**config.mk**
```make
export PLATFORM = sky130hd
export DESIGN_NAME = fuzzy_lander_thrust_controller_unit
export DESIGN_NICKNAME = d
export VERILOG_FILES = /design/src/hdl/flc_pkg.sv /design/src/hdl/fuzzy_lander_thrust_controller_unit.sv /design/src/hdl/flc_front.sv /design/src/hdl/flc_queue.sv /design/src/hdl/flc_back.sv
export SDC_FILE = /design/constraint.sdc
export NUM_CORES = 2
export LEC_CHECK = 0
export ABC_AREA = 1
export BUFFER_PORTS_ARGS = -buffer_cell sky130_fd_sc_hd__clkbuf_2
export CORE_AREA = 2 2 354 356
export DETAILED_ROUTE_END_ITERATION = 12
export DIE_AREA = 0 0 356 358
export PLACE_DENSITY = 0.47
export SETUP_SLACK_MARGIN = 0.5
export SLEW_MARGIN = 20
export SYNTH_ARGS = -nofsm -noshare
export SYNTH_HDL_FRONTEND = slang
export SYNTH_SLANG_ARGS = --single-unit
```
**constraint.sdc**
```tcl
create_clock -name clock -period 15 [get_ports clock]
set_input_delay 3 -clock clock [delete_from_list [all_inputs] [get_ports clock]]
set_output_delay 3 -clock clock [all_outputs]
set_load 0.01 [all_outputs]
```
**src/hdl/flc_pkg.sv**
```systemverilog
// Shared types and constants for the fuzzy lander thrust controller.
// No dependencies; every other file of the block imports this package.
package flc_pkg;

   // Classification of one height membership, worked out by the front end.
   localparam logic [1:0] HK_ZERO  = 2'd0;
   localparam logic [1:0] HK_ONE   = 2'd1;
   localparam logic [1:0] HK_RATIO = 2'd2;

   typedef struct packed {
      logic [1:0] kind;
      logic [8:0] num;   // numerator over 320, 1..319 when kind is ratio
   } hgt_term_type;

   typedef struct packed {
      hgt_term_type low;
      hgt_term_type mid;
      hgt_term_type high;
   } hgt_class_type;

   localparam int HGT_CLASS_BITS = $bits(hgt_class_type);

   // Height slopes divide by 320 = 64 * 5; the divide by five uses
   // floor(2^24 / 5) and a single correction step.
   localparam logic [21:0] DIV5_RECIP = 22'd3355443;
   localparam int          DIV5_SHIFT = 24;

   // Queue between the front and back ends.
   localparam int QUEUE_DEPTH = 4;
   localparam int QPTR_BITS   = $clog2(QUEUE_DEPTH);

   // Result codes.
   localparam logic signed [2:0] SIDE_RIGHT = -3'sd2;
   localparam logic signed [2:0] SIDE_NONE  = 3'sd0;
   localparam logic signed [2:0] SIDE_LEFT  = 3'sd2;

   localparam logic [2:0] BURN_NONE = 3'd0;
   localparam logic [2:0] BURN_TIE  = 3'd2;
   localparam logic [2:0] BURN_MED  = 3'd3;
   localparam logic [2:0] BURN_MAX  = 3'd6;

endpackage

```
**src/hdl/fuzzy_lander_thrust_controller_unit.sv**
```systemverilog
// Fuzzy lander thrust controller: an item of offset, vertical speed and
// altitude is accepted on every clock while the front queue has room, and its
// result (side thrust, main burn) leaves through the back pipeline. Sustained
// rate is one item per clock while results are not stalled, set by the
// three-stage back pipeline (divide estimate, divide correction, rule
// evaluation); a four-entry queue between the front end and that pipeline
// soaks up result stalls. Nothing is held between items; no set-up is needed.
// Depends on flc_pkg, flc_front, flc_queue and flc_back.
module fuzzy_lander_thrust_controller_unit #(
   parameter int MEMBERSHIP_FRACTION_BITS = 12
) (
   input  logic                clock,
   input  logic                reset,
   input  logic                req_valid,
   output logic                req_stall,
   input  logic signed [15:0]  req_x_offset,
   input  logic signed [15:0]  req_vertical_speed,
   input  logic        [15:0]  req_altitude,
   output logic                rsp_valid,
   input  logic                rsp_stall,
   output logic signed [2:0]   rsp_side_thrust,
   output logic        [2:0]   rsp_main_burn
);
   import flc_pkg::*;

   localparam int EW = 6 * (MEMBERSHIP_FRACTION_BITS + 1) + HGT_CLASS_BITS;

   logic          push;
   logic          pop;
   logic          queue_full;
   logic          queue_not_empty;
   logic [EW-1:0] wr_entry;
   logic [EW-1:0] rd_entry;

   flc_front #(.B(MEMBERSHIP_FRACTION_BITS)) u_front (
      .req_valid          (req_valid),
      .req_stall          (req_stall),
      .req_x_offset       (req_x_offset),
      .req_vertical_speed (req_vertical_speed),
      .req_altitude       (req_altitude),
      .queue_full         (queue_full),
      .push               (push),
      .entry              (wr_entry)
   );

   flc_queue #(.WIDTH(EW)) u_queue (
      .clock     (clock),
      .reset     (reset),
      .push      (push),
      .wr_data   (wr_entry),
      .full      (queue_full),
      .pop       (pop),
      .not_empty (queue_not_empty),
      .rd_data   (rd_entry)
   );

   flc_back #(.B(MEMBERSHIP_FRACTION_BITS)) u_back (
      .clock           (clock),
      .reset           (reset),
      .q_not_empty     (queue_not_empty),
      .q_data          (rd_entry),
      .q_pop           (pop),
      .rsp_valid       (rsp_valid),
      .rsp_stall       (rsp_stall),
      .rsp_side_thrust (rsp_side_thrust),
      .rsp_main_burn   (rsp_main_burn)
   );

endmodule

```
**src/hdl/flc_front.sv**
```systemverilog
// Front end: takes sensor items, fuzzifies offset and speed, classifies height.
// Depends on flc_pkg; feeds flc_queue.
module flc_front #(
   parameter int B = 12
) (
   input  logic                 req_valid,
   output logic                 req_stall,
   input  logic signed [15:0]   req_x_offset,
   input  logic signed [15:0]   req_vertical_speed,
   input  logic        [15:0]   req_altitude,
   input  logic                 queue_full,
   output logic                 push,
   output logic [6*(B+1)+flc_pkg::HGT_CLASS_BITS-1:0] entry
);
   import flc_pkg::*;

   localparam logic [B:0] ONE = {1'b1, {B{1'b0}}};

   logic signed [18:0] a;
   logic signed [18:0] aa;
   logic signed [19:0] v20;
   logic [B:0] x_left, x_mid, x_right;
   logic [B:0] s_low, s_mid, s_high;
   hgt_class_type hcls;

   // num / 2^lg as a membership, clamped to 0..1
   function automatic logic [B:0] ratio_p2(input logic signed [19:0] num, input int lg);
      logic [35:0] t;
      logic [B:0]  r;
      t = '0;
      if (num <= 0) begin
         r = '0;
      end else if (num >= (1 << lg)) begin
         r = ONE;
      end else begin
         t = 36'(unsigned'(num)) << B;
         r = (B+1)'(t >> lg);
      end
      return r;
   endfunction

   assign req_stall = queue_full;
   assign push      = req_valid && !queue_full;

   always_comb begin
      a   = 19'(req_x_offset) * 19'sd5;
      aa  = (a < 0) ? -a : a;
      v20 = 20'(req_vertical_speed);

      x_left  = ratio_p2(20'sd0 - 20'(a), 12);
      x_mid   = ratio_p2(20'sd4096 - 20'(aa), 12);
      x_right = ratio_p2(20'(a), 12);

      s_low = (req_vertical_speed < 16'sd512) ? ONE : ratio_p2(20'sd1024 - v20, 9);
      if (req_vertical_speed >= 16'sd768 && req_vertical_speed <= 16'sd1280) begin
         s_mid = ratio_p2(v20 - 20'sd768, 9);
      end else if (req_vertical_speed > 16'sd1280 && req_vertical_speed <= 16'sd1792) begin
         s_mid = ratio_p2(20'sd1792 - v20, 9);
      end else begin
         s_mid = '0;
      end
      s_high = ratio_p2(v20 - 20'sd1536, 9);

      // height: every slope is over 320, so only the numerator travels on
      hcls = '0;
      if (req_altitude <= 16'd320) begin
         hcls.low.kind = HK_ONE;
      end else if (req_altitude >= 16'd640) begin
         hcls.low.kind = HK_ZERO;
      end else begin
         hcls.low.kind = HK_RATIO;
         hcls.low.num  = 9'(16'd640 - req_altitude);
      end

      if (req_altitude > 16'd480 && req_altitude < 16'd800) begin
         hcls.mid.kind = HK_RATIO;
         hcls.mid.num  = 9'(req_altitude - 16'd480);
      end else if (req_altitude == 16'd800) begin
         hcls.mid.kind = HK_ONE;
      end else if (req_altitude > 16'd800 && req_altitude < 16'd1120) begin
         hcls.mid.kind = HK_RATIO;
         hcls.mid.num  = 9'(16'd1120 - req_altitude);
      end else begin
         hcls.mid.kind = HK_ZERO;
      end

      if (req_altitude >= 16'd1280) begin
         hcls.high.kind = HK_ONE;
      end else if (req_altitude <= 16'd960) begin
         hcls.high.kind = HK_ZERO;
      end else begin
         hcls.high.kind = HK_RATIO;
         hcls.high.num  = 9'(req_altitude - 16'd960);
      end
   end

   assign entry = {x_left, x_mid, x_right, s_low, s_mid, s_high, hcls};

endmodule

```
**src/hdl/flc_queue.sv**
```systemverilog
// Short FIFO that decouples the front end from the back-end pipeline.
// Depends on flc_pkg for its depth.
module flc_queue #(
   parameter int WIDTH = 111
) (
   input  logic             clock,
   input  logic             reset,
   input  logic             push,
   input  logic [WIDTH-1:0] wr_data,
   output logic             full,
   input  logic             pop,
   output logic             not_empty,
   output logic [WIDTH-1:0] rd_data
);
   import flc_pkg::*;

   logic [WIDTH-1:0]     mem_ff [QUEUE_DEPTH];
   logic [QPTR_BITS-1:0] wr_ptr_ff, wr_ptr_in;
   logic [QPTR_BITS-1:0] rd_ptr_ff, rd_ptr_in;
   logic [QPTR_BITS:0]   cnt_ff, cnt_in;

   assign full      = (cnt_ff == (QPTR_BITS+1)'(QUEUE_DEPTH));
   assign not_empty = (cnt_ff != '0);
   assign rd_data   = mem_ff[rd_ptr_ff];

   always_comb begin
      wr_ptr_in = push ? QPTR_BITS'(wr_ptr_ff + 1'b1) : wr_ptr_ff;
      rd_ptr_in = pop  ? QPTR_BITS'(rd_ptr_ff + 1'b1) : rd_ptr_ff;
      cnt_in    = cnt_ff;
      if (push && !pop) begin
         cnt_in = cnt_ff + 1'b1;
      end else if (pop && !push) begin
         cnt_in = cnt_ff - 1'b1;
      end
   end

   always_ff @(posedge clock) begin
      if (reset) begin
         wr_ptr_ff <= '0;
         rd_ptr_ff <= '0;
         cnt_ff    <= '0;
      end else begin
         wr_ptr_ff <= wr_ptr_in;
         rd_ptr_ff <= rd_ptr_in;
         cnt_ff    <= cnt_in;
      end
   end

   always_ff @(posedge clock) begin
      if (push) begin
         mem_ff[wr_ptr_ff] <= wr_data;
      end
   end

   a_cnt_bound: assert property (@(posedge clock) disable iff (reset)
      cnt_ff <= (QPTR_BITS+1)'(QUEUE_DEPTH))
      else $error("queue fill count beyond depth");

   a_no_underflow: assert property (@(posedge clock) disable iff (reset)
      pop |-> cnt_ff != '0)
      else $error("pop from empty queue");

endmodule

```
**src/hdl/flc_back.sv**
```systemverilog
// Back end: finishes the height divide, fires min-max rules, picks the outputs.
// Depends on flc_pkg; takes items from flc_queue.
module flc_back #(
   parameter int B = 12
) (
   input  logic                  clock,
   input  logic                  reset,
   input  logic                  q_not_empty,
   input  logic [6*(B+1)+flc_pkg::HGT_CLASS_BITS-1:0] q_data,
   output logic                  q_pop,
   output logic                  rsp_valid,
   input  logic                  rsp_stall,
   output logic signed [2:0]     rsp_side_thrust,
   output logic        [2:0]     rsp_main_burn
);
   import flc_pkg::*;

   localparam int QW = B + 3;              // (num << B) >> 6 with num < 320
   localparam int PW = QW + 22;
   localparam logic [B:0] ONE = {1'b1, {B{1'b0}}};

   // queue entry fields
   logic [B:0]    e_xl, e_xm, e_xr, e_sl, e_sm, e_sh;
   hgt_class_type e_h;
   logic [1:0]    e_kind [3];
   logic [8:0]    e_num  [3];

   // stage 1: quotient estimate
   logic          s1_valid_ff, s1_valid_in;
   logic [B:0]    s1_x_ff [3];
   logic [B:0]    s1_s_ff [3];
   logic [1:0]    s1_kind_ff [3], s1_kind_in [3];
   logic [QW-1:0] s1_q_ff [3], s1_q_in [3];
   logic [B:0]    s1_est_ff [3], s1_est_in [3];
   logic          s1_ready;

   // stage 2: memberships
   logic          s2_valid_ff, s2_valid_in;
   logic [B:0]    s2_x_ff [3];
   logic [B:0]    s2_s_ff [3];
   logic [B:0]    s2_h_ff [3], s2_h_in [3];
   logic          s2_ready;

   // result register
   logic              rsp_valid_ff, rsp_valid_in;
   logic signed [2:0] side_ff, side_in;
   logic [2:0]        burn_ff, burn_in;
   logic              out_ready;

   function automatic logic [B:0] mn(input logic [B:0] p, input logic [B:0] q);
      return (p < q) ? p : q;
   endfunction

   function automatic logic [B:0] mx(input logic [B:0] p, input logic [B:0] q);
      return (p > q) ? p : q;
   endfunction

   assign {e_xl, e_xm, e_xr, e_sl, e_sm, e_sh, e_h} = q_data;

   assign out_ready = !rsp_valid_ff || !rsp_stall;
   assign s2_ready  = !s2_valid_ff || out_ready;
   assign s1_ready  = !s1_valid_ff || s2_ready;
   assign q_pop     = q_not_empty && s1_ready;

   // stage 1: q = num * 2^B / 64, then q / 5 by reciprocal (may be one short)
   always_comb begin
      logic [B+8:0] sh;
      logic [PW-1:0] prod;
      e_kind[0] = e_h.low.kind;
      e_kind[1] = e_h.mid.kind;
      e_kind[2] = e_h.high.kind;
      e_num[0]  = e_h.low.num;
      e_num[1]  = e_h.mid.num;
      e_num[2]  = e_h.high.num;
      for (int i = 0; i < 3; i++) begin
         sh            = (B+9)'(e_num[i]) << B;
         s1_q_in[i]    = sh[B+8:6];
         prod          = PW'(s1_q_in[i]) * PW'(DIV5_RECIP);
         s1_est_in[i]  = prod[DIV5_SHIFT+B:DIV5_SHIFT];
         s1_kind_in[i] = e_kind[i];
      end
      s1_valid_in = s1_ready ? q_not_empty : s1_valid_ff;
   end

   // stage 2: correct the estimate and resolve the height memberships
   always_comb begin
      logic [QW-1:0] rem;
      for (int i = 0; i < 3; i++) begin
         rem = s1_q_ff[i] - (QW'(s1_est_ff[i]) << 2) - QW'(s1_est_ff[i]);
         case (s1_kind_ff[i])
            HK_ONE:   s2_h_in[i] = ONE;
            HK_RATIO: s2_h_in[i] = (rem >= QW'(5)) ? s1_est_ff[i] + 1'b1 : s1_est_ff[i];
            default:  s2_h_in[i] = '0;
         endcase
      end
      s2_valid_in = s2_ready ? s1_valid_ff : s2_valid_ff;
   end

   // stage 3: rules and decision; index 0 low / left, 1 mid, 2 high / right
   always_comb begin
      logic [B:0] hmax, r_right, r_none, r_left, b_none, b_med, b_max;
      hmax    = mx(mx(s2_h_ff[2], s2_h_ff[1]), s2_h_ff[0]);
      r_right = mn(s2_x_ff[0], hmax);
      r_none  = mn(s2_x_ff[1], hmax);
      r_left  = mn(s2_x_ff[2], hmax);

      b_max = mn(s2_h_ff[0], s2_s_ff[2]);
      b_med = mn(s2_h_ff[0], s2_s_ff[1]);
      b_med = mx(b_med, mn(s2_h_ff[0], s2_s_ff[0]));
      b_med = mx(b_med, mn(s2_h_ff[1], s2_s_ff[2]));
      b_med = mx(b_med, mn(s2_h_ff[1], s2_s_ff[1]));
      b_med = mx(b_med, mn(s2_h_ff[1], s2_s_ff[0]));
      b_med = mx(b_med, mn(s2_h_ff[2], s2_s_ff[2]));
      b_med = mx(b_med, mn(s2_h_ff[2], s2_s_ff[1]));
      b_none = mn(s2_h_ff[2], s2_s_ff[0]);

      if (r_none > r_left && r_none > r_right) begin
         side_in = SIDE_NONE;
      end else if (r_right > r_none && r_right > r_left) begin
         side_in = SIDE_RIGHT;
      end else if (r_left > r_none && r_left > r_right) begin
         side_in = SIDE_LEFT;
      end else begin
         side_in = SIDE_NONE;
      end

      if (b_none > b_med && b_none > b_max) begin
         burn_in = BURN_NONE;
      end else if (b_med > b_none && b_med > b_max) begin
         burn_in = BURN_MED;
      end else if (b_max > b_none && b_max > b_med) begin
         burn_in = BURN_MAX;
      end else begin
         burn_in = BURN_TIE;
      end

      rsp_valid_in = out_ready ? s2_valid_ff : rsp_valid_ff;
   end

   always_ff @(posedge clock) begin
      if (reset) begin
         s1_valid_ff  <= 1'b0;
         s2_valid_ff  <= 1'b0;
         rsp_valid_ff <= 1'b0;
      end else begin
         s1_valid_ff  <= s1_valid_in;
         s2_valid_ff  <= s2_valid_in;
         rsp_valid_ff <= rsp_valid_in;
      end
   end

   always_ff @(posedge clock) begin
      if (s1_ready) begin
         s1_x_ff[0] <= e_xl;
         s1_x_ff[1] <= e_xm;
         s1_x_ff[2] <= e_xr;
         s1_s_ff[0] <= e_sl;
         s1_s_ff[1] <= e_sm;
         s1_s_ff[2] <= e_sh;
         s1_kind_ff <= s1_kind_in;
         s1_q_ff    <= s1_q_in;
         s1_est_ff  <= s1_est_in;
      end
      if (s2_ready) begin
         s2_x_ff <= s1_x_ff;
         s2_s_ff <= s1_s_ff;
         s2_h_ff <= s2_h_in;
      end
      if (out_ready) begin
         side_ff <= side_in;
         burn_ff <= burn_in;
      end
   end

   assign rsp_valid       = rsp_valid_ff;
   assign rsp_side_thrust = side_ff;
   assign rsp_main_burn   = burn_ff;

   a_side_code: assert property (@(posedge clock) disable iff (reset)
      rsp_valid_ff |-> (side_ff == SIDE_RIGHT || side_ff == SIDE_NONE || side_ff == SIDE_LEFT))
      else $error("illegal side thrust code");

   a_burn_code: assert property (@(posedge clock) disable iff (reset)
      rsp_valid_ff |-> (burn_ff == BURN_NONE || burn_ff == BURN_TIE ||
                        burn_ff == BURN_MED || burn_ff == BURN_MAX))
      else $error("illegal main burn code");

   a_height_bound: assert property (@(posedge clock) disable iff (reset)
      s2_valid_ff |-> (s2_h_ff[0] <= ONE && s2_h_ff[1] <= ONE && s2_h_ff[2] <= ONE))
      else $error("height membership above one after divide correction");

endmodule

```
Word-level counts from Yosys, hierarchy flattened --
Memory sizes are Yosys's and may differ from the RTL's. A register that Yosys moved wholly into a read port is not among the register bits. Index checks and enable logic that the tools add are counted.
Cells by class: equal/unequal tests 8, mux-type cells 67, multipliers 4, add/subtract/negate cells 24, order comparisons 63, reduce and logical (&&, ||, !) cells 28
Operator list (count):
- 13-bit 2-to-1 mux | 40
- 13-bit greater-than comparator | 20
- 13-bit < comparator | 12
- 9-bit by 22-bit multiplier with 31-bit output, second input constant | 3
- 13-bit one-hot mux with 2 select lines | 3
- 17-bit by 11-bit greater-or-equal comparator with 1-bit output, second input constant | 4
- 17-bit by 1-bit less-or-equal comparator with 1-bit output, second input constant | 4
- 9-bit 2-to-1 mux | 6
- 15-bit by 3-bit greater-or-equal comparator with 1-bit output, second input constant | 3
- 15-bit by 13-bit subtractor with 15-bit output | 3
- 15-bit subtractor | 3
- 20-bit by 14-bit greater-or-equal comparator with 1-bit output, second input constant | 2
- 20-bit by 1-bit less-or-equal comparator with 1-bit output, second input constant | 2
- 13-bit by 1-bit adder with 13-bit output, second input constant | 3
- 12-bit by 16-bit subtractor with 17-bit output, first input constant | 2
- 16-bit by 11-bit greater-or-equal comparator with 1-bit output, second input constant | 2
- 16-bit by 12-bit less-or-equal comparator with 1-bit output, second input constant | 2
- 16-bit by 11-bit < comparator with 1-bit output, second input constant | 2
- 2-bit 2-to-1 mux | 10
- 1-bit by 19-bit subtractor with 20-bit output, first input constant | 1
- 14-bit by 19-bit subtractor with 20-bit output, first input constant | 1
- 19-bit by 14-bit greater-or-equal comparator with 1-bit output, second input constant | 1
- 19-bit by 1-bit less-or-equal comparator with 1-bit output, second input constant | 1
- 19-bit by 1-bit < comparator with 1-bit output, second input constant | 1
- 31 further kinds | 63
Word-level totals: output and inout port bits 8, memories 1, flip-flop bits (word level) 283, bits in writable memories 444, word-level logic and storage cells 229
Memory list:
- u_queue.mem_ff | words 4, width 111, read ports 1, clocked after Yosys merged registers in 1, write ports 1, line flc_queue.sv:17 | logic [WIDTH-1:0] mem_ff [QUEUE_DEPTH];

Logic depth before layout (Yosys ltp) --
depth after elaboration 18, mapped depth 95, mapped depth without buffers 91

Cells and area by module --
Synthesis repeated with hierarchy kept, for this count alone.
Second synthesis, totals: cells, all modules 5923, area, all modules 51439.3 sq um
Modules (own cells, without submodules):
- flc_back | times used 1, sequential area each 8227.9 sq um, cells an instance 3913, area each 29811.1 sq um
- flc_queue | times used 1, sequential area each 13513.0 sq um, cells an instance 1132, area each 16912.5 sq um
- flc_front | times used 1, sequential area each 0.0 sq um, cells an instance 878, area each 4715.8 sq um

Least setup slack after synthesis --
Ideal clock, no wire load.
kind reg-to-reg, start reg u_back.s2_h_ff[38] in the netlist's numbering, end reg u_back.burn_ff[0] (netlist: u_back.rsp_main_burn[0]), data pin, arrival time 11.417 ns, buffers on the path 7, library setup time 0.167 ns, clock period less this slack 11.584 ns, cell stages (with the launch flop) 89, required time 14.833 ns, path slack 3.416 ns, cells stage by stage edfxtp_1 -> ha_1 -> inv_1 -> nor3_1 -> o211ai_1 -> nand3_1 -> clkbuf_1 -> o21ai_0 -> ha_1 -> nand2_1 -> inv_1 -> nand3_1 -> nor3_1 -> o21ai_0 -> o2111ai_1 -> nand2_1 -> inv_1 -> clkbuf_1 -> [... 53 more ...] -> nand4_1 -> a31o_2 -> a21oi_1 -> nor2_1 -> a21oi_1 -> clkbuf_1 -> nand2_1 -> nand2_1 -> inv_1 -> ha_1 -> nand2_1 -> inv_1 -> o21ai_0 -> o211ai_1 -> nor2_1 -> o21ai_0 -> a221o_1 -> a211oi_1
Between the ends: cells in the longest elaborated chain, start to end 17, elaborated cells on any way between the ends 25
RTL lines:
- start: declaration | line flc_back.sv:41 | logic [B:0] s2_h_ff [3], s2_h_in [3];
- start signal: assignment | line flc_back.sv:167 | s2_h_ff <= s2_h_in;
- 13-bit < comparator | line flc_back.sv:51 | return (p < q) ? p : q;
- 13-bit 2-to-1 mux | line flc_back.sv:51
- 13-bit greater-than comparator | line flc_back.sv:55 | return (p > q) ? p : q;
- 13-bit 2-to-1 mux | line flc_back.sv:55
- 13-bit greater-than comparator | line flc_back.sv:55
- 13-bit 2-to-1 mux | line flc_back.sv:55
- 13-bit greater-than comparator | line flc_back.sv:55
- 13-bit 2-to-1 mux | line flc_back.sv:55
- 13-bit greater-than comparator | line flc_back.sv:55
- 13-bit 2-to-1 mux | line flc_back.sv:55
- 13-bit greater-than comparator | line flc_back.sv:55
- 13-bit 2-to-1 mux | line flc_back.sv:55
- 13-bit greater-than comparator | line flc_back.sv:55
- 13-bit 2-to-1 mux | line flc_back.sv:55
- 13-bit greater-than comparator | line flc_back.sv:129 | end else if (b_med > b_none && b_med > b_max) begin
- 1-bit logical AND | line flc_back.sv:129
- 2-bit 2-to-1 mux | line flc_back.sv:129
- end signal: assignment | line flc_back.sv:171 | burn_ff <= burn_in;
- end: declaration | line flc_back.sv:47 | logic [2:0] burn_ff, burn_in;
Several ways; a longest one is shown, not always the timed one. A chain may end at the register's enable or synchronous reset.

Final worst setup path --
start reg u_back.s2_s_ff[34] in the netlist's numbering, end reg u_back.burn_ff[0] (netlist: u_back.rsp_main_burn[0]), data pin
Between the ends: cells in the longest elaborated chain, start to end 17, elaborated cells on any way between the ends 25
RTL lines:
- start: declaration | line flc_back.sv:40 | logic [B:0] s2_s_ff [3];
- start signal: assignment | line flc_back.sv:166 | s2_s_ff <= s1_s_ff;
- 13-bit < comparator | line flc_back.sv:51
- 13-bit 2-to-1 mux | line flc_back.sv:51
- 13-bit greater-than comparator | line flc_back.sv:55
- 13-bit 2-to-1 mux | line flc_back.sv:55
- 13-bit greater-than comparator | line flc_back.sv:55
- 13-bit 2-to-1 mux | line flc_back.sv:55
- 13-bit greater-than comparator | line flc_back.sv:55
- 13-bit 2-to-1 mux | line flc_back.sv:55
- 13-bit greater-than comparator | line flc_back.sv:55
- 13-bit 2-to-1 mux | line flc_back.sv:55
- 13-bit greater-than comparator | line flc_back.sv:55
- 13-bit 2-to-1 mux | line flc_back.sv:55
- 13-bit greater-than comparator | line flc_back.sv:55
- 13-bit 2-to-1 mux | line flc_back.sv:55
- 13-bit greater-than comparator | line flc_back.sv:129
- 1-bit logical AND | line flc_back.sv:129
- 2-bit 2-to-1 mux | line flc_back.sv:129
Several ways; a longest one is shown, not always the timed one.

==> impl_metrics.json <==
{
  "dieArea_sq_um": 127400,
  "ios": 60,
  "grt_max_degree": 137,
  "start_util_pct": 36.78,
  "tightestPinTransition_ns": 0.9682,
  "fin_util_pct": 40.76,
  "dp_slack_ns": -0.03741,
  "grt_overflow_total": 0,
  "drv_cap": 0,
  "hold_path.class": "flip-flop to flip-flop",
  "drive_gt1_share_pct": 6.571,
  "skew_ns": 0.03447,
  "routed_wl_um": 129700,
  "synth-xor-area-share_pct": 2.491,
  "slew_viol_final": 0,
  "syn_area_sq_um": 45350,
  "cts_max_path_buffers": 3,
  "slowest_delay_ns": 0.46,
  "yosysUniqueCellTypes": 63,
  "first_iter_violations": 2346,
  "finalNonFillerCells": 6735,
  "cp.required_ns": 15.49,
  "criticalPathCategory": "flip-flop to flip-flop",
  "fin_crit_ns": 13.31,
  "io_buffers": 58,
  "synth-adder-area-share_pct": 17.82,
  "synth_edf_count": 662,
  "synth_top_family_by_area": "adder cells",
  "drc_errors": 0,
  "synth_compound_area_share_pct": 11.59,
  "slew_headroom_pct": 34.77,
  "critical-path-slowest-cell": "o21ai_0",
  "outcome": "finished, final reports clean",
  "grt_usage_pct": 20.31,
  "dp.cells": 6568,
  "synthCells": 4972,
  "syn-num-nets": 5629,
  "crit_path_start_kind": "flip-flop",
  "final_critical_path_setup_slack_ns": 1.690,
  "ys_seq_area_share_pct": 44.36,
  "clock_sinks": 674,
  "path_clk_slew_ns": 0.07,
  "ys_seq_elements": 674,
  "hold_viol": 0,
  "synthMuxAreaShare_pct": 0,
  "gp_congestion": 0.9449,
  "yosys.area_share.simple_pct": 17.21,
  "worstPathArrival_ns": 13.80,
  "antenna_found_initial": 4,
  "h-tree-depth": 3,
  "crit_path_end_kind": "flip-flop",
  "insertion_delay_ns": 0.66,
  "cp_max_fo": 13,
  "chipWidth_um": 356,
  "synth_flop_cell": "edfxtp_1",
  "grt_pass1_wl_um": 200100,
  "cpMostUsedCell": "nand2_1",
  "rsz0062_at_grt": "no",
  "area_growth_pct": 10.81,
  "setup_viol": 0,
  "first_pass_iters": 6,
  "core-area_sq_um": 123300,
  "syn_area_per_cell_sq_um": 9.122,
  "grt_pass1_vias": 33350,
  "n_antenna_cell": 0,
  "cts_buffers": 79,
  "tritoncts": "built",
  "hpwl_um": 97110,
  "rows": 129,
  "async_reset_ff_share_pct": 0,
  "period_share_pct": 88.73,
  "root_buffer": "clkbuf_16",
  "clock.fmax_ghz": 0.07513,
  "antenna_left": 0,
  "yosysWarnings": 0,
  "via_per_inst": 5.084,
  "nets": 5691,
  "n_fill_cell": 12340,
  "vias": 34240,
  "wl_per_cell_um": 19.26,
  "die_h_um": 358
}
## layout make-up
cell class / count / area (sq um) / share of cell area (%)
Multi-Input combinational cell: 3518 / 22400 / 44.57
Sequential cell: 674 / 20130 / 40.05
Inverter: 651 / 2469 / 4.912
Tap cell: 1637 / 2048 / 4.075
Clock buffer: 92 / 2047 / 4.073
Timing Repair Buffer: 106 / 663.1 / 1.319
Clock inverter: 53 / 481.7 / 0.9584
Timing Repair inverter: 4 / 25.02 / 0.04979
## synthesized netlist by cell type (16+ instances only)
| library cell | number | area, sq um |
|---|---|---|
| nand2_1 | 955 | 3585 |
| edfxtp_1 | 662 | 19880 |
| inv_1 | 644 | 2417 |
| ha_1 | 537 | 6719 |
| nor2_1 | 441 | 1655 |
| o21ai_0 | 427 | 2137 |
| a21oi_1 | 265 | 1326 |
| nand3_1 | 186 | 930.9 |
| clkbuf_1 | 119 | 446.7 |
| xor2_1 | 110 | 963.4 |
| o22ai_1 | 106 | 663.1 |
| nor3_1 | 79 | 395.4 |
| fa_1 | 68 | 1361 |
| nand4_1 | 63 | 394.1 |
| nand2_2 | 23 | 143.9 |
| a211oi_1 | 22 | 165.2 |
| xnor2_1 | 19 | 166.4 |
| nand3b_1 | 18 | 135.1 |
| nor4_1 | 17 | 106.4 |
| nor2_2 | 16 | 100.1 |
## layer usage
layer | part of all wire [%] | global-route usage (%) | up-vias
li1 | - | - | 17270
met1 | 47 | 28.45 | 16200
met2 | 46 | 33.40 | 643
met3 | 3.6 | 1.913 | 132
met4 | 2.5 | 5.873 | 0
met5 | 0 | 0 | -
## state kept, by name (all words and copies together) (netlist names), 2 cells and up, named ones only
register	flops
u_queue.wr_ptr_ff	2
u_back.s1_s_ff	30
u_back.s1_kind_ff	6
u_back.rsp_side_thrust	2
u_queue.rd_ptr_ff	2
u_back.s1_x_ff	39
u_back.s2_s_ff	30
u_queue.mem_ff	408
u_back.s2_x_ff	39
u_back.s1_est_ff	39
u_back.rsp_main_burn	3
u_back.s2_h_ff	39
u_back.s1_q_ff	27
u_queue.cnt_ff	3
## cells by family after synthesis
kind of cell    after synthesis
other cells                   1
compound gates              941
fa+ha+maj                   605
xor+xnor                    129
simple gates               1842
flops                       674
buf+inv                     780
## worst max-delay path, delay by kind of cell, from the launching register on
kind / cells / cell delay (ns)
flops: 1 / 0.42
buf+inv: 9 / 1.54
fa+ha+maj: 8 / 2.53
simple gates: 37 / 3.59
compound gates: 33 / 5.04
## placed cells by master, fill, tap and decap left out, types with 47 or more instances in the layout
cell / count
xor2_1: 110
nor3_1: 78
clkbuf_2: 58
edfxtp_1: 662
clkbuf_16: 80
nand4_1: 63
a21oi_1: 265
fa_1: 68
nand3_1: 184
nand2_1: 953
inv_1: 632
ha_1: 537
buf_4: 47
nor2_1: 435
o22ai_1: 106
o21ai_0: 413
## path summary, 6_finish.rpt
kind	cells past startpoint	slack (ns)	from	endpoint
setup / recovery	87	1.69	u_back.s2_s_ff[34]$_DFFE_PP_	u_back.rsp_main_burn[0]$_SDFFCE_PP0P_
hold / removal	0	0.41	u_back.s1_x_ff[34]$_DFFE_PN_	u_back.s2_x_ff[34]$_DFFE_PP_
setup reg to reg	87	1.69	u_back.s2_s_ff[34]$_DFFE_PP_	u_back.rsp_main_burn[0]$_SDFFCE_PP0P_
hold reg to reg	0	0.41	u_back.s1_x_ff[34]$_DFFE_PN_	u_back.s2_x_ff[34]$_DFFE_PP_
## metrics by stage
stage / hold slack [ns] / area [sq um] / setup TNS, ns
after floorplan: 0.4003 / 45350 / 0
after global placement: 0.4005 / 47470 / 0
after detailed placement: 0.4056 / 47470 / -0.03741
after CTS: 0.4065 / 50020 / 0
after global routing: 0.4182 / 50260 / 0
final: 0.4138 / 50260 / 0
## timing repair
| item | in CTS | in global routing |
|---|---|---|
| hold buffers | 0 | 0 |
| pin swaps | 0 | 4 |
| setup buffers | 0 | 18 |
| gates resized for setup | 7 | 34 |
| hold endpoints to repair | 0 | 0 |
| cloned | 0 | 4 |
| endpoints found under the setup margin | 3 | 3 |
Power is not shown: default switching activity piles up to over one toggle a cycle in this logic, so the estimate is an artifact.
